--- config.mk ---
export PLATFORM = sky130hd
export DESIGN_NAME = tci_sqrt
export DESIGN_NICKNAME = d
export VERILOG_FILES = /design/src/hdl/two_circle_intersection_top_macros.svh /design/src/hdl/tci_sqrt.sv
export SDC_FILE = /design/constraint.sdc
export NUM_CORES = 1
export LEC_CHECK = 0
export BUFFER_PORTS_ARGS = -buffer_cell sky130_fd_sc_hd__clkbuf_2
export CAP_MARGIN = 20
export CORE_MARGIN = 4
export CORE_UTILIZATION = 50
export CTS_BUF_LIST = sky130_fd_sc_hd__clkbuf_16
export CTS_CLUSTER_DIAMETER = 120
export DETAILED_ROUTE_END_ITERATION = 7
export PLACE_DENSITY = 0.74
export SLEW_MARGIN = 20
export SYNTH_ARGS = -nofsm -noshare
export SYNTH_HDL_FRONTEND = slang
export SYNTH_SLANG_ARGS = --single-unit
--- constraint.sdc ---
create_clock -name i_clk -period 4.3 [get_ports i_clk]
set_input_delay 0.86 -clock i_clk [delete_from_list [all_inputs] [get_ports i_clk]]
set_output_delay 0.86 -clock i_clk [all_outputs]
set_load 0.01 [all_outputs]
--- src/hdl/two_circle_intersection_top_macros.svh ---
// Assertion helpers shared by the two-circle intersection RTL.
// Defining NO_ASSERTIONS removes every check.
`ifndef TWO_CIRCLE_INTERSECTION_TOP_MACROS_SVH
`define TWO_CIRCLE_INTERSECTION_TOP_MACROS_SVH

`ifndef NO_ASSERTIONS

// The consequent must hold in the same cycle as the antecedent.
`define TCI_ASSERT_IMP(label, ante, cons) \
    label: assert property (@(posedge i_clk) disable iff (!i_rst_n) (ante) |-> (cons)) \
        else $error("two_circle_intersection: same-cycle check failed");

// The consequent must hold in the cycle after the antecedent.
`define TCI_ASSERT_NXT(label, ante, cons) \
    label: assert property (@(posedge i_clk) disable iff (!i_rst_n) (ante) |=> (cons)) \
        else $error("two_circle_intersection: next-cycle check failed");

`else

`define TCI_ASSERT_IMP(label, ante, cons)
`define TCI_ASSERT_NXT(label, ante, cons)

`endif

`endif

--- src/hdl/tci_sqrt.sv ---
module tci_sqrt #(
    parameter int RB = 16
) (
    input  logic          i_clk,
    input  logic [2*RB-1:0] i_rad,
    output logic [RB-1:0] o_root
);
    logic [2*RB-1:0] r_rad  [0:RB-1];
    logic [RB+1:0]   r_rem  [0:RB-1];
    logic [RB-1:0]   r_root [0:RB-1];

    // Each cell settles one root bit, restoring form.
    for (genvar i = 0; i < RB; i++) begin : g_cell
        logic [2*RB-1:0] cur_rad;
        logic [RB+1:0]   cur_rem;
        logic [RB-1:0]   cur_root;
        logic [RB+1:0]   rem_sh;
        logic [RB+1:0]   trial;
        logic            ge;

        if (i == 0) begin : g_first
            assign cur_rad  = i_rad;
            assign cur_rem  = '0;
            assign cur_root = '0;
        end else begin : g_next
            assign cur_rad  = r_rad[i-1];
            assign cur_rem  = r_rem[i-1];
            assign cur_root = r_root[i-1];
        end

        assign rem_sh = {cur_rem[RB-1:0], cur_rad[2*RB-1 -: 2]};
        assign trial  = {cur_root, 2'b01};
        assign ge     = (rem_sh >= trial);

        always_ff @(posedge i_clk) begin
            r_rad[i]  <= {cur_rad[2*RB-3:0], 2'b00};
            r_rem[i]  <= ge ? (rem_sh - trial) : rem_sh;
            r_root[i] <= {cur_root[RB-2:0], ge};
        end
    end

    assign o_root = r_root[RB-1];

endmodule

==> flow_summary.toml <==
[setup_path]
start_kind = "flop"
cp_common_cell = "nor4_1"
regToRegStartpoint = "r_root[11][6]"
r2r_cells = 9
critPathLaunch = "r_root[11][6]"
slowest_delay_ns = 0.74
worstSetupEndpointType = "flop"
required_ns = 4.78
critPathKind = "flop to flop"
crit_slowest_cell = "a21oi_2"
worstPathCellList = "inv_1 -> ha_1 -> nand4_1 -> nor4_1 -> nor4_1 -> and3_1 -> a21oi_2 -> o211ai_1 -> xnor2_1"
cp_max_fo = 19
arrival_ns = 3.65

[clock_tree]
h-tree-depth = 2
cts_made_buffers = 56
cts_tree = "done"
clkSinkCount = 600
clk_pin_slew_ns = 0.06
root_buffer = "clkbuf_16"
ctsHoldBuffers = 0
clockBufferDepth = 3
clock_latency_ns = 0.60
post_cts_buffers = 0
ctsResizeCount = 0

[timing]
hold_slack_ns = 0.315
fin_skew_ns = 0.0241
period_needed_ns = 3.17
fin_crit_sh_pct = 73.7
relSlewSlack_pct = 33.9
tns_ns = 0
drv_slew = 0
hold_violations = 0
rsz0062_at_grt = "false"
setup_violations = 0
tightest_slew_ns = 0.991
max_freq_ghz = 0.315

[final_layout]
most-common-layout-cells = "dfxtp_1 (600), inv_1 (190), ha_1 (152)"
drive_gt1_share_pct = 8.37
syn_to_final_growth_pct = 12.7
final_common_cell = "dfxtp_1"
final_util_pct = 57.0
antenna_cells = 0
fin_nets = 2276

[synthesis]
synthArstFlopShare_pct = 0
synth.net_count = 2192
syn_area_per_cell_um2 = 10.6
dominantRegCellSynth = "dfxtp_1"
synth-edff-count = 0
yosys.area.top_type_share_pct = 56.6
synth_area_leader_cell = "dfxtp_1"
ys_warn_count = 0
synth_area_um2 = 21200
ys_seq_area_share_pct = 56.6
synth_cell_types = 65
synth.area.top_cells = "dfxtp_1 (57%), ha_1 (9.0%), xnor2_1 (4.0%)"
ys_ff_latch = 600
synthCells = 2007

[grt]
globalRouteTotalUtil_pct = 15.8
grt_max_degree = 26
grt_pass1_vias = 13300
antenna_found_initial = 0
overflow = 0
grt_pass1_wl_mm = 62.0

[routing]
num_vias = 13700
drtAntennaViolNets = 0
first_pass_iters = 5
wl_mm = 36.7
drt-wirelength-per-cell_um = 13.7
drc = 0
initialDrtViolationCount = 862
viasPerCell = 5.12

[run_status]
status = "finished, final reports clean"

[job]
max-cap-violations = 0

[die]
coreArea_um2 = 41900
die_h_um = 214
placementRows = 75
pin_count = 49
die_w_um = 214
initial_core_util_pct = 50.6
dieArea_um2 = 45800

[power]
peakVddDrop_v = 0.000616
power_w = 0.0157
p_leak_nw = 11.5
power_density_nw_per_um2 = 655

[min_path]
min_path_cells = 0
min_from = "r_rad[7][27]"
hp-class = "flop to flop"

[placement]
gp_congestion = 0.922
io_buffers = 48
hpwl_mm = 26.8
registers in the layout (all words and copies together) (netlist names):
name and flops:
r_rad 240, r_rem 224, r_root 136
stage by stage:
| stage | worst slack [ns] | std cells | cell area (um^2) |
|---|---|---|---|
| floorplan | 1.89 | 2007 | 21200 |
| global placement | 1.23 | 2572 | 22100 |
| detailed placement | 1.16 | 2572 | 22100 |
| CTS | 1.15 | 2677 | 23900 |
| global route | 0.941 | 2677 | 23900 |
| finish | 1.13 | 2677 | 23900 |
final timing paths:
kind / slack (ns) / endpoint
max: 1.13 / r_rem[1][87]
min: 0.32 / r_rad[8][29]
min reg2reg: 0.32 / r_rad[8][29]
max reg2reg: 1.13 / r_rem[1][87]
cells in the mapped netlist, drive strengths merged, types with 10 or more instances:
cell / instances
nand4: 17
or3: 19
nor2: 127
o21a: 36
ha: 152
nand2b: 27
o21ai: 93
nor4: 23
nor3: 41
clkbuf: 21
o31ai: 12
dfxtp: 600
nor2b: 22
a211oi: 13
a21o: 37
nand3: 25
xor2: 64
nand2: 104
xnor2: 98
a21oi: 119
a31oi: 11
mux2: 31
o211ai: 10
or2: 11
inv: 180
power by group:
group | internal (W) | leakage (nW) | switching [W] | total (W)
sequential | 0.00664 | 5.03 | 0.000637 | 0.00728
clock | 0.00283 | 0.929 | 0.00202 | 0.00484
combinational | 0.00166 | 5.53 | 0.00189 | 0.00355
total | 0.0111 | 11.5 | 0.00454 | 0.0157
critical path: cells and delay by family (launching register included):
kind,cells,cell delay (ns)
buffers and inverters,1,0.05
flip-flops,1,0.35
XOR/XNOR,1,0.19
adder cells (fa/ha/maj),1,0.37
AND/OR/NAND/NOR,4,1.10
AO/OA/AOI/OAI,2,0.99
metal layers:
metal  global-route usage (%)  share of wire, %  up-vias
met1                     21.0                47     6312
met4                     5.14               2.4        0
met5                        0                 0        -
met2                     26.2                45      300
li1                         -                 -     7017
met3                     3.13               5.5       71
layout make-up:
| cell class | count | area (um^2) |
|---|---|---|
| sequential | 600 | 12000 |
| clock buffer | 57 | 1430 |
| tap | 539 | 674 |
| inverter | 181 | 679 |
| timing repair buffer | 51 | 263 |
| fill | 3481 | 18000 |
| multi-input combinational | 1201 | 8450 |
| clock inverter | 48 | 414 |
cells by family after synthesis:
group	synth area share, %
mux	1.79
other cells	0.0177
xor+xnor	6.68
fa+ha+maj	8.96
simple gates	10.9
compound gates	11.4
buf+inv	3.69
flops	56.6
Power figures use the tool's default switching activity.
