## src/hdl/two_circle_intersection_top_macros.svh

```systemverilog
// Assertion helpers shared by the two-circle intersection RTL.
// Defining NO_ASSERTIONS removes every check.
`ifndef TWO_CIRCLE_INTERSECTION_TOP_MACROS_SVH
`define TWO_CIRCLE_INTERSECTION_TOP_MACROS_SVH

`ifndef NO_ASSERTIONS

// The consequent must hold in the same cycle as the antecedent.
`define TCI_ASSERT_IMP(label, ante, cons) \
    label: assert property (@(posedge i_clk) disable iff (!i_rst_n) (ante) |-> (cons)) \
        else $error("two_circle_intersection: same-cycle check failed");

// The consequent must hold in the cycle after the antecedent.
`define TCI_ASSERT_NXT(label, ante, cons) \
    label: assert property (@(posedge i_clk) disable iff (!i_rst_n) (ante) |=> (cons)) \
        else $error("two_circle_intersection: next-cycle check failed");

`else

`define TCI_ASSERT_IMP(label, ante, cons)
`define TCI_ASSERT_NXT(label, ante, cons)

`endif

`endif

```

## src/hdl/tci_pkg.sv

```systemverilog
package tci_pkg;

    // Width of every coordinate field of the request and the result.
    localparam int COORD_W = 24;

    // Width of the multiplier digit handled by one multiplier cell.
    localparam int DIGIT_W = 8;

    // Status codes.
    localparam logic [1:0] ST_OK    = 2'd0;
    localparam logic [1:0] ST_SAME  = 2'd1;
    localparam logic [1:0] ST_APART = 2'd2;

    typedef logic signed [COORD_W-1:0] t_coord;

    // One request: two landmarks, map and observed positions.
    typedef struct packed {
        t_coord first_map_x;
        t_coord first_map_y;
        t_coord first_seen_x;
        t_coord first_seen_y;
        t_coord second_map_x;
        t_coord second_map_y;
        t_coord second_seen_x;
        t_coord second_seen_y;
    } t_req;

    // One result: both intersection points and a status.
    typedef struct packed {
        t_coord     point_one_x;
        t_coord     point_one_y;
        t_coord     point_two_x;
        t_coord     point_two_y;
        logic [1:0] status;
    } t_res;

    // Number of cells of a multiplier with a bw-bit multiplier operand.
    function automatic int mul_lat(input int bw);
        return (bw + DIGIT_W - 1) / DIGIT_W;
    endfunction

endpackage

```

## src/hdl/tci_mul.sv

```systemverilog
module tci_mul #(
    parameter int AW = 32,
    parameter int BW = 32
) (
    input  logic                 i_clk,
    input  logic signed [AW-1:0] i_a,
    input  logic signed [BW-1:0] i_b,
    output logic signed [AW+BW-1:0] o_p
);
    import tci_pkg::*;

    localparam int NC = (BW + DIGIT_W - 1) / DIGIT_W;
    localparam int BP = NC * DIGIT_W;
    localparam int PW = AW + BW;

    logic signed [AW-1:0] r_a   [0:NC-1];
    logic signed [BP-1:0] r_b   [0:NC-1];
    logic signed [PW-1:0] r_acc [0:NC-1];

    // Each cell adds one digit's partial product and hands the rest on.
    for (genvar i = 0; i < NC; i++) begin : g_cell
        logic signed [AW-1:0]        cur_a;
        logic signed [BP-1:0]        cur_b;
        logic signed [PW-1:0]        cur_acc;
        logic signed [DIGIT_W:0]     dig;
        logic signed [AW+DIGIT_W:0]  part;
        logic signed [PW-1:0]        n_acc;

        if (i == 0) begin : g_first
            assign cur_a   = i_a;
            assign cur_b   = BP'(i_b);
            assign cur_acc = '0;
        end else begin : g_next
            assign cur_a   = r_a[i-1];
            assign cur_b   = r_b[i-1];
            assign cur_acc = r_acc[i-1];
        end

        // The top digit carries the sign of the multiplier operand.
        if (i == NC - 1) begin : g_top
            assign dig = {cur_b[BP-1], cur_b[BP-1 -: DIGIT_W]};
        end else begin : g_low
            assign dig = {1'b0, cur_b[DIGIT_W*i +: DIGIT_W]};
        end

        assign part  = cur_a * dig;
        assign n_acc = cur_acc + (PW'(part) <<< (DIGIT_W * i));

        always_ff @(posedge i_clk) begin
            r_a[i]   <= cur_a;
            r_b[i]   <= cur_b;
            r_acc[i] <= n_acc;
        end
    end

    assign o_p = r_acc[NC-1];

endmodule

```

## config.mk

```make
export PLATFORM = sky130hd
export DESIGN_NAME = tci_mul
export DESIGN_NICKNAME = d
export VERILOG_FILES = /design/src/hdl/two_circle_intersection_top_macros.svh /design/src/hdl/tci_pkg.sv /design/src/hdl/tci_mul.sv
export SDC_FILE = /design/constraint.sdc
export NUM_CORES = 2
export LEC_CHECK = 0
export BUFFER_PORTS_ARGS = -buffer_cell sky130_fd_sc_hd__buf_2
export CAP_MARGIN = 20
export CORE_ASPECT_RATIO = 0.5
export CORE_MARGIN = 1
export CORE_UTILIZATION = 50
export CTS_CLUSTER_DIAMETER = 100
export CTS_CLUSTER_SIZE = 24
export DETAILED_ROUTE_END_ITERATION = 12
export MAX_ROUTING_LAYER = met4
export PLACE_DENSITY = 0.69
export SYNTH_ARGS = -nofsm -noshare
export SYNTH_HDL_FRONTEND = slang
export SYNTH_SLANG_ARGS = --single-unit
```

## constraint.sdc

```tcl
create_clock -name i_clk -period 6.8 [get_ports i_clk]
set_input_delay 2.04 -clock i_clk [delete_from_list [all_inputs] [get_ports i_clk]]
set_output_delay 2.04 -clock i_clk [all_outputs]
set_load 0.005 [all_outputs]
```

==> results.ini <==
[cts]
clk_pin_slew_ns=0.10
htreeDepth=1
postCtsHoldBufs=0
insertion_delay_ns=0.61
ctsLongestPathBuffers=3
cts_tree=built
cts_root_buf=clkbuf_16
cts_buffers=23
cts.sinks=377

[critical_path]
cp-start-kind=register
crit_end=r_acc[2][62]
cp_common_cell=fa_1
critPathTopFamily=compound AO/OA/AOI/OAI gates
crit_buf_inv=5
cp.required_ns=7.29
end_kind=register
worstPathArrival_ns=7.34
r2r_end=r_acc[2][62]
worst_path_max_delay_cell=fa_1
worst_path_largest_cell_delay_ns=0.56
critical_path_class=reg -> reg
cp_max_fo=5
r2r_cells=31
cp-startpoint=r_b[1][21]
r2r_start=r_b[1][21]
r2r_slack_ns=-0.05
critical_path_depth=31

[drt]
vias=37920
ant_nets=0
routed_wl_um=122500
drtIter0Drc=2132
firstDrtPassIters=5
drc=0
wl_per_cell_um=16.61
post_drt_via_cell_ratio=5.142

[floorplanning]
ios=129
die_width_um=444.1
die-area_um2=99060
core_um2=96090
initial_core_util_pct=50.85
die_h_um=223.1
rows=80

[grt]
grt_max_degree=33
gr-total-overflow=0
antenna_found_initial=7
grt_pass1_wl_um=198500
grt_pass1_vias=39380
grt.total_usage_pct=25.41

[synthesis]
synth_nets=6695
synth-seq-cells=377
synth.most_common_cell=inv_1
async_flop_share_pct=0
synth_cells=5384
synth_top_area_share_pct=32.61
yosysSeqAreaShare_pct=15.45
synth-edff-count=0
avgSynthCellArea_um2=9.076
synth_commonest_cells=inv_1 (1086), fa_1 (796), and2_1 (646)
synth.distinct_cells=77
synth_warnings=0
yosys.area.top_type=fa_1
yosys-top-cells-area=fa_1 (33%), dfxtp_1 (15%), ha_1 (12%)
synthFlopType=dfxtp_1
syn_area_um2=48860

[placement]
port_buffers=128
post-place-ws_ns=-0.4581
dpl.hpwl_um=102600
gp_congestion=0.9449

[flow_run]
cap_violations=0

[timing]
worstMarginPinSlew_ns=0.5541
period_needed_ns=6.849
drv_slew=0
skew_ns=0.03638
slew-limit-headroom_pct=62.81
report.final.hold_viol_count=0
period_share_pct=100.7
fmax_mhz=146.0
rsz0062_at_grt=yes
setup_ws_ns=-0.04941
report.final.setup_viol=4

[cells_and_area]
fin_nets=7403
area_delta_synth_final_pct=19.70
drive_gt1_share_pct=18.90
fillers=8013

[outcome]
status=finished, violations left
violations=negative setup slack

[min_path]
worstHoldPathCells=0
worst_hold_path_type=reg -> reg

flip-flops by register name, indices dropped and copies added (netlist names):
| name | cells |
|---|---|
| r_acc | 233 |
| r_b | 48 |
| r_a | 96 |
per-stage QoR:
step,TNS (ns),instance area [um2],hold WS (ns),cells,util [%]
6_report,-0.1870,58490,0.3218,7375,60.87
5_1_grt,-11.08,58490,0.3352,7374,60.86
4_1_cts,-0.1116,56900,0.3258,7339,59.22
3_5_place_dp,-17.13,55550,0.3121,7282,57.81
3_3_place_gp,-11.54,55550,0.3097,7282,57.81
2_1_floorplan,-0.004973,48880,0.3096,5384,-
worst register-to-register path, delay by kind of cell, from the launching register on:
family	cells	cell delay [ns]
AOI/OAI and AO/OA	15	2.77
xor gates and xnor gates	2	0.31
adders and majority gates	6	2.62
buffers and inverters	5	0.40
DFF	1	0.39
and+or+nand+nor	3	0.24
logic make-up (layout without fill, tap and decap cells):
group | after synthesis | count (layout) | share of synthesized area, %
AND/OR/NAND/NOR | 1498 | 1498 | 15.91
adder cells (fa/ha/maj) | 1246 | 1246 | 44.13
buffers and inverters | 1211 | 1926 | 9.305
AO/OA/AOI/OAI | 785 | 785 | 10.41
flip-flops | 377 | 377 | 15.45
XOR/XNOR | 266 | 266 | 4.768
multiplexers | 1 | 1 | 0.02049
other | 0 | 5 | 0
worst min-delay path by stage:
stage | slack, ns | start | end
after floorplan | 0.31 | r_acc[0][0] | r_acc[1][0]
after global placement | 0.31 | r_acc[2][18] | r_acc[3][18]
after detailed placement | 0.31 | r_acc[2][20] | r_acc[3][20]
after CTS | 0.33 | r_acc[2][9] | r_acc[3][9]
after global routing | 0.34 | r_b[0][23] | r_b[1][23]
final | 0.32 | r_acc[2][9] | r_acc[3][9]
metal layers:
layer	global-route usage, %	up-vias	routed length [um]
li1	-	18140	-
met3	3.334	137	6540
met2	39.65	855	55230
met4	4.283	0	2161
met1	35.89	18790	58600
met5	-	-	0
area by class of cell:
type | count | area, um2 | share of cell area (%)
antenna | 5 | 12.51 | 0.02139
clock buffer | 25 | 583.1 | 0.9969
clock inverter | 7 | 132.6 | 0.2268
inverter | 1087 | 4080 | 6.976
multi-input combinational | 3796 | 38260 | 65.42
sequential | 377 | 7626 | 13.04
tap | 1271 | 1590 | 2.719
timing repair buffer | 807 | 6200 | 10.60
cells in the final DEF, fill, tap and decap left out, types with 33 or more instances in the layout:
cell type | netlist | layout
xor2_1 | 82 | 80
buf_2 | 1 | 128
a21oi_1 | 242 | 187
nand2b_1 | 40 | 40
buf_4 | 0 | 621
o21ai_1 | 25 | 33
nor2_1 | 142 | 129
and2_1 | 646 | 637
inv_1 | 1086 | 1075
dfxtp_1 | 377 | 338
nand2_1 | 483 | 467
a21o_1 | 146 | 146
ha_1 | 450 | 427
o21bai_1 | 36 | 36
a21oi_2 | 1 | 51
xnor2_1 | 184 | 173
fa_1 | 796 | 787
o21ai_0 | 108 | 83
repair_timing:
action                     4_1_cts  5_1_grt
setup endpoints to repair       55       65
setup buffers                   26       36
gates resized for setup        113      308
pin swaps                       74      173
gates cloned                     2        2
Power is not shown: default switching activity piles up to over one toggle a cycle in this logic, so the estimate is an artifact.
