## config.mk

```make
export PLATFORM = sky130hd
export DESIGN_NAME = tci_div
export DESIGN_NICKNAME = d
export VERILOG_FILES = /design/src/hdl/two_circle_intersection_top_macros.svh /design/src/hdl/tci_div.sv
export SDC_FILE = /design/constraint.sdc
export NUM_CORES = 1
export LEC_CHECK = 0
export BUFFER_PORTS_ARGS = -buffer_cell sky130_fd_sc_hd__buf_4
export CAP_MARGIN = 20
export CORE_UTILIZATION = 62
export CTS_CLUSTER_SIZE = 12
export DETAILED_ROUTE_END_ITERATION = 10
export HOLD_SLACK_MARGIN = 0.12
export PLACE_DENSITY = 0.9
export SLEW_MARGIN = 20
export SYNTH_ARGS = -nofsm -noshare
export SYNTH_HDL_FRONTEND = slang
export SYNTH_SLANG_ARGS = --single-unit
```

## constraint.sdc

```tcl
create_clock -name i_clk -period 3.3 [get_ports i_clk]
set_input_delay 0.33 -clock i_clk [delete_from_list [all_inputs] [get_ports i_clk]]
set_output_delay 0.33 -clock i_clk [all_outputs]
set_load 0.02 [all_outputs]
```

## src/hdl/two_circle_intersection_top_macros.svh

```systemverilog
// Assertion helpers shared by the two-circle intersection RTL.
// Defining NO_ASSERTIONS removes every check.
`ifndef TWO_CIRCLE_INTERSECTION_TOP_MACROS_SVH
`define TWO_CIRCLE_INTERSECTION_TOP_MACROS_SVH

`ifndef NO_ASSERTIONS

// The consequent must hold in the same cycle as the antecedent.
`define TCI_ASSERT_IMP(label, ante, cons) \
    label: assert property (@(posedge i_clk) disable iff (!i_rst_n) (ante) |-> (cons)) \
        else $error("two_circle_intersection: same-cycle check failed");

// The consequent must hold in the cycle after the antecedent.
`define TCI_ASSERT_NXT(label, ante, cons) \
    label: assert property (@(posedge i_clk) disable iff (!i_rst_n) (ante) |=> (cons)) \
        else $error("two_circle_intersection: next-cycle check failed");

`else

`define TCI_ASSERT_IMP(label, ante, cons)
`define TCI_ASSERT_NXT(label, ante, cons)

`endif

`endif

```

## src/hdl/tci_div.sv

```systemverilog
module tci_div #(
    parameter int DW = 16,
    parameter int QW = 8
) (
    input  logic             i_clk,
    input  logic [DW+QW-1:0] i_num,
    input  logic [DW-1:0]    i_den,
    output logic [QW-1:0]    o_quo
);
    localparam int NW = DW + QW;

    logic [NW-1:0] r_rem [0:QW-1];
    logic [DW-1:0] r_den [0:QW-1];
    logic [QW-1:0] r_quo [0:QW-1];

    // Each cell settles one quotient bit, from the top down.
    for (genvar i = 0; i < QW; i++) begin : g_cell
        logic [NW-1:0] cur_rem;
        logic [DW-1:0] cur_den;
        logic [QW-1:0] cur_quo;
        logic [NW-1:0] sh;
        logic          ge;

        if (i == 0) begin : g_first
            assign cur_rem = i_num;
            assign cur_den = i_den;
            assign cur_quo = '0;
        end else begin : g_next
            assign cur_rem = r_rem[i-1];
            assign cur_den = r_den[i-1];
            assign cur_quo = r_quo[i-1];
        end

        assign sh = NW'(cur_den) << (QW - 1 - i);
        assign ge = (cur_rem >= sh);

        always_ff @(posedge i_clk) begin
            r_rem[i] <= ge ? (cur_rem - sh) : cur_rem;
            r_den[i] <= cur_den;
            r_quo[i] <= {cur_quo[QW-2:0], ge};
        end
    end

    assign o_quo = r_quo[QW-1];

endmodule

```

==> flow_summary.html <==
<table>
<tr><th>Metric</th><th>Value</th></tr>
<tr><th colspan="2">Outcome</th></tr>
<tr><td>Outcome</td><td>complete, no violations</td></tr>
<tr><th colspan="2">Worst setup path</th></tr>
<tr><td>Largest fanout on the critical path</td><td>3</td></tr>
<tr><td>Type of element launching the critical path</td><td>primary input</td></tr>
<tr><td>Start-to-end type of the worst setup path</td><td>in2reg</td></tr>
<tr><td>Cell family with most CP delay</td><td>compound AO/OA/AOI/OAI gates</td></tr>
<tr><td>Req. time, crit path</td><td>3.68 ns</td></tr>
<tr><td>Cell-by-cell trace of the critical path</td><td>dlygate4sd3_1 &gt; buf_4 &gt; inv_1 &gt; ha_1 &gt; fa_1 &gt; nor2b_1 &gt; o31a_1 &gt; o21ai_0 &gt; a2111oi_1 &gt; buf_4 &gt; o31ai_1 &gt; mux2_2 &gt; o31a_1</td></tr>
<tr><td>Slowest cell on the critical path</td><td>dlygate4sd3_1</td></tr>
<tr><td>CP Capture Type</td><td>flop</td></tr>
<tr><td>Highest cell delay on the worst timing path</td><td>0.53 ns</td></tr>
<tr><td>Worst endpoint data arrival time</td><td>3.51 ns</td></tr>
<tr><td>Buffers plus inverters on the worst setup path</td><td>4</td></tr>
<tr><th colspan="2">Route</th></tr>
<tr><td>Routed via count</td><td>11.4k</td></tr>
<tr><td>Drt pass-1 iters</td><td>6</td></tr>
<tr><td>DRC violations left</td><td>0</td></tr>
<tr><td>Number of nets with antenna violations after routing</td><td>0</td></tr>
<tr><td>Drt via density</td><td>5.66</td></tr>
<tr><td>DRT iter0 DRCs</td><td>697</td></tr>
<tr><td>Post-DR wirelength/cell</td><td>15.4 um</td></tr>
<tr><td>Total detailed-routing wirelength</td><td>31,000 um</td></tr>
<tr><th colspan="2">Timing</th></tr>
<tr><td>Transition time at the pin with the least slew margin</td><td>0.785 ns</td></tr>
<tr><td>Final Max Tran Viols</td><td>0</td></tr>
<tr><td>Period utilisation layout</td><td>94.8%</td></tr>
<tr><td>Fin crit period</td><td>3.13 ns</td></tr>
<tr><td>Count of final hold-check violations</td><td>0</td></tr>
<tr><td>Worst Skew</td><td>0.0261 ns</td></tr>
<tr><td>Max-slew headroom at the worst pin</td><td>46.3%</td></tr>
<tr><td>Top achievable clock speed</td><td>320 MHz</td></tr>
<tr><td>Summed negative setup slack over all endpoints</td><td>0 ns</td></tr>
<tr><td>Final count of negative-setup-slack endpoints</td><td>0</td></tr>
<tr><td>Setup repair after global routing missed its margin</td><td>no</td></tr>
<tr><td>Smallest setup slack after layout</td><td>0.171 ns</td></tr>
<tr><th colspan="2">Finish</th></tr>
<tr><td>Fillers</td><td>1,628</td></tr>
<tr><td>Share of cells above drive strength 1</td><td>9.92%</td></tr>
<tr><td>Layout-stage area growth over the synthesis result</td><td>15.4%</td></tr>
<tr><td>Post-layout net count</td><td>1,852</td></tr>
<tr><td>Post-route insts no fill</td><td>2,006</td></tr>
<tr><td>Count of inserted antenna diode cells</td><td>0</td></tr>
<tr><td>Cell area after layout</td><td>16,800 um2</td></tr>
<tr><th colspan="2">Global routing</th></tr>
<tr><td>Overall track demand over capacity in global routing</td><td>25.8%</td></tr>
<tr><td>Overflow after GRT</td><td>0</td></tr>
<tr><td>Global-route wire length before repair</td><td>50,800 um</td></tr>
<tr><td>Number of global-route vias before repair</td><td>11.4k</td></tr>
<tr><td>Initial antenna violation count</td><td>0</td></tr>
<tr><td>Largest net degree at the start of global routing</td><td>27</td></tr>
<tr><th colspan="2">Die</th></tr>
<tr><td>Initial standard-cell utilization of the core</td><td>63.7%</td></tr>
<tr><td>I/O pin count</td><td>49</td></tr>
<tr><td>Count of standard-cell rows</td><td>55</td></tr>
<tr><td>Die outline height</td><td>155 um</td></tr>
<tr><td>Die span in x</td><td>155 um</td></tr>
<tr><td>Die area</td><td>24,100 um2</td></tr>
<tr><td>Core Box Area</td><td>22,800 um2</td></tr>
<tr><th colspan="2">Min path</th></tr>
<tr><td>Path type of the worst min-delay path</td><td>in2reg</td></tr>
<tr><th colspan="2">Placement</th></tr>
<tr><td>Worst setup timing slack at the placement stage</td><td>0.163 ns</td></tr>
<tr><td>Placed Area</td><td>15,300 um2</td></tr>
<tr><td>Port Buffers</td><td>48</td></tr>
<tr><td>Final HPWL from detailed placement</td><td>22,800 um</td></tr>
<tr><td>Inst Count DP</td><td>1,913</td></tr>
<tr><td>Weighted congestion reported at the end of routability-driven placement</td><td>0.914</td></tr>
<tr><th colspan="2">Logic synthesis</th></tr>
<tr><td>Portion of netlist area occupied by mux cells</td><td>2.25%</td></tr>
<tr><td>Yosys Warn Count</td><td>0</td></tr>
<tr><td>Combinational family with the most area after synthesis</td><td>compound AO/OA/AOI/OAI gates</td></tr>
<tr><td>Post-synthesis register bit count</td><td>316</td></tr>
<tr><td>Share of the synthesized area in compound gates (AO/OA/AOI/OAI)</td><td>17.3%</td></tr>
<tr><td>Sequential-to-total area share from yosys stat</td><td>43.5%</td></tr>
<tr><td>Primary flip-flop cell chosen by synthesis mapping</td><td>dfxtp_1</td></tr>
<tr><td>Number of synthesized flops with an enable pin</td><td>0</td></tr>
<tr><td>Post-synthesis share of cell area spent on full adders, half adders and majority gates</td><td>12.0%</td></tr>
<tr><td>Netlist Area Pre-Place</td><td>14,600 um2</td></tr>
<tr><td>Post-synthesis async set-or-reset flop share</td><td>0%</td></tr>
<tr><td>Post-Synth XOR/XNOR Area</td><td>6.14%</td></tr>
<tr><td>Post-Syn Instances</td><td>1,566</td></tr>
<tr><td>Net Count, Synth</td><td>1,742</td></tr>
<tr><td>Avg Cell Area, Syn</td><td>9.30 um2</td></tr>
<tr><td>Number of distinct library cell variants in the gate-level netlist after synthesis</td><td>81</td></tr>
<tr><td>Area fraction in and, or, nand and nor cells after synthesis</td><td>13.6%</td></tr>
<tr><th colspan="2">Pwr</th></tr>
<tr><td>Leak</td><td>7.64 nW</td></tr>
<tr><td>Switching fraction of total power</td><td>35.7%</td></tr>
<tr><td>Part of the total power dissipated in combinational logic</td><td>41.8%</td></tr>
<tr><td>VDD IR max</td><td>428 uV</td></tr>
<tr><td>Cell internal power dissipation</td><td>0.0101 W</td></tr>
<tr><td>Reported net switching power</td><td>0.00562 W</td></tr>
<tr><td>Sequential cell fraction of total power</td><td>35.3%</td></tr>
<tr><td>Power density of the placed cells</td><td>937 nW/um2</td></tr>
<tr><td>Clk network pwr share</td><td>23.0%</td></tr>
<tr><th colspan="2">Clock network</th></tr>
<tr><td>Max H-tree Level</td><td>2</td></tr>
<tr><td>Clock tree root buffer cell</td><td>clkbuf_16</td></tr>
<tr><td>Later-pin clock latency in the skew report</td><td>0.52 ns</td></tr>
<tr><td>Setup Fix Bufs, Post-CTS</td><td>0</td></tr>
<tr><td>Sinks on the clock net</td><td>316</td></tr>
<tr><td>CTS Buffer Depth</td><td>3</td></tr>
<tr><td>Clock slew at the register clock pins of the worst setup and hold paths</td><td>0.05 ns</td></tr>
<tr><td>Number of buffers inserted during clock tree synthesis</td><td>35</td></tr>
<tr><td>CTS tree</td><td>built</td></tr>
<tr><th colspan="2">Flow run</th></tr>
<tr><td>Count of max-cap constraint violations</td><td>0</td></tr>
</table>
[layer usage]
metal / GRT usage (%) / share of wire (%)
met1: 26.1 / 39
met3: 3.76 / 3.8
met4: 14.2 / 5.0
met5: 0 / 0
met2: 50.5 / 52
[cell type report]
type | count | area [um2] | share of cell area, %
timing repair buffer | 105 | 911 | 5.42
clock inverter | 7 | 78.8 | 0.469
tap | 313 | 392 | 2.33
multi-input combinational | 1055 | 7480 | 44.5
inverter | 163 | 612 | 3.64
sequential | 316 | 6330 | 37.7
clock buffer | 47 | 1000 | 5.97
[cell usage in the layout, fill, tap and decap left out, types with 16 or more instances in the layout]
master and n:
dfxtp_1 316, inv_1 163, ha_1 128, nand2_1 119, o21ai_0 104, a21oi_1 103, nor2_1 86, buf_4 64
xor2_1 51, xnor2_1 51, dlygate4sd3_1 39, clkbuf_16 36, a21o_1 31, nand3_1 30, o21a_1 28, nor3_1 26
mux2_2 26, nand4_1 17, o31ai_1 16
[worst paths after layout]
kind | startpoint | end | slack [ns] | cells after the start
worst max-delay path | i_num[7] | r_rem[0][21] | 0.17 | 13
worst min register to register | r_quo[0][26] | r_quo[1][3] | 0.32 | 0
worst max register to register | r_rem[5][1] | r_rem[6][21] | 0.22 | 11
worst min-delay path | i_num[21] | r_rem[0][21] | 0.17 | 3
[flip-flops by register name (all words and copies together) (netlist names)]
| name | count |
|---|---|
| r_den | 112 |
| r_quo | 36 |
| r_rem | 168 |
[Yosys cell counts (7+ instances only)]
cell | number | share of area (%)
nor2_1 | 87 | 2.2
a211o_1 | 7 | 0.42
or3_1 | 14 | 0.60
o31ai_1 | 16 | 0.83
a31oi_1 | 9 | 0.39
and3_1 | 9 | 0.39
nand2_1 | 119 | 3.1
nor4_1 | 14 | 0.60
xnor2_1 | 51 | 3.1
and2_1 | 8 | 0.34
inv_1 | 163 | 4.2
o21bai_1 | 8 | 0.41
mux2_2 | 26 | 2.0
a211oi_1 | 13 | 0.67
dfxtp_1 | 316 | 43
a21o_1 | 31 | 1.6
nor2b_1 | 14 | 0.60
nand3_1 | 30 | 1.0
a21oi_1 | 104 | 3.6
fa_1 | 7 | 0.96
xor2_1 | 51 | 3.1
clkbuf_1 | 19 | 0.49
o21ai_0 | 104 | 3.6
o21a_1 | 28 | 1.4
o31a_1 | 7 | 0.42
or2_2 | 8 | 0.34
nand2b_1 | 13 | 0.56
nor3_1 | 26 | 0.89
ha_1 | 128 | 11
nand4_1 | 17 | 0.73
[what timing repair did]
action                                  in CTS  in global routing
endpoints found under the setup margin       0                  2
hold endpoints to repair                    39                  0
resized for setup                            0                  2
hold buffers                                39                  0
[worst reg2reg max path, cell delays in order, from the launching register on]
cell,delay (ns)
dfxtp_1,0.31
inv_1,0.05
ha_1,0.15
inv_1,0.06
fa_1,0.42
a211oi_1,0.29
o21bai_1,0.16
a32o_1,0.32
a211o_1,0.31
o311ai_2,0.27
or4b_1,0.48
xnor2_1,0.13
[power groups by stage]
| stage | logic [W] | clock network, W | registers (W) |
|---|---|---|---|
| final | 0.00657 | 0.00362 | 0.00555 |
| after global placement | 0.00623 | 0 | 0.00558 |
| after CTS | 0.00648 | 0.00367 | 0.00554 |
| after detailed placement | 0.00638 | 0 | 0.00561 |
| after floorplan | 0.00509 | 0 | 0.00544 |
| after global routing | 0.00732 | 0.00385 | 0.00565 |
[per-stage QoR]
stage / util [%] / hold WS [ns] / total power [W]
2_1_floorplan: - / 0.310 / 0.0105
3_3_place_gp: 67.0 / 0.310 / 0.0118
3_5_place_dp: 67.0 / 0.312 / 0.0120
4_1_cts: 73.5 / 0.161 / 0.0157
5_1_grt: 73.5 / 0.177 / 0.0168
6_report: 73.5 / 0.170 / 0.0157
[cell families (layout without fill, tap and decap cells)]
kind of cell	after synthesis	in the layout
adder cells (fa/ha/maj)	135	135
multiplexers	29	29
AND/OR/NAND/NOR	397	397
XOR/XNOR	102	102
flip-flops	316	316
AO/OA/AOI/OAI	392	392
buffers and inverters	195	322
(Power assumes the default switching activity.)
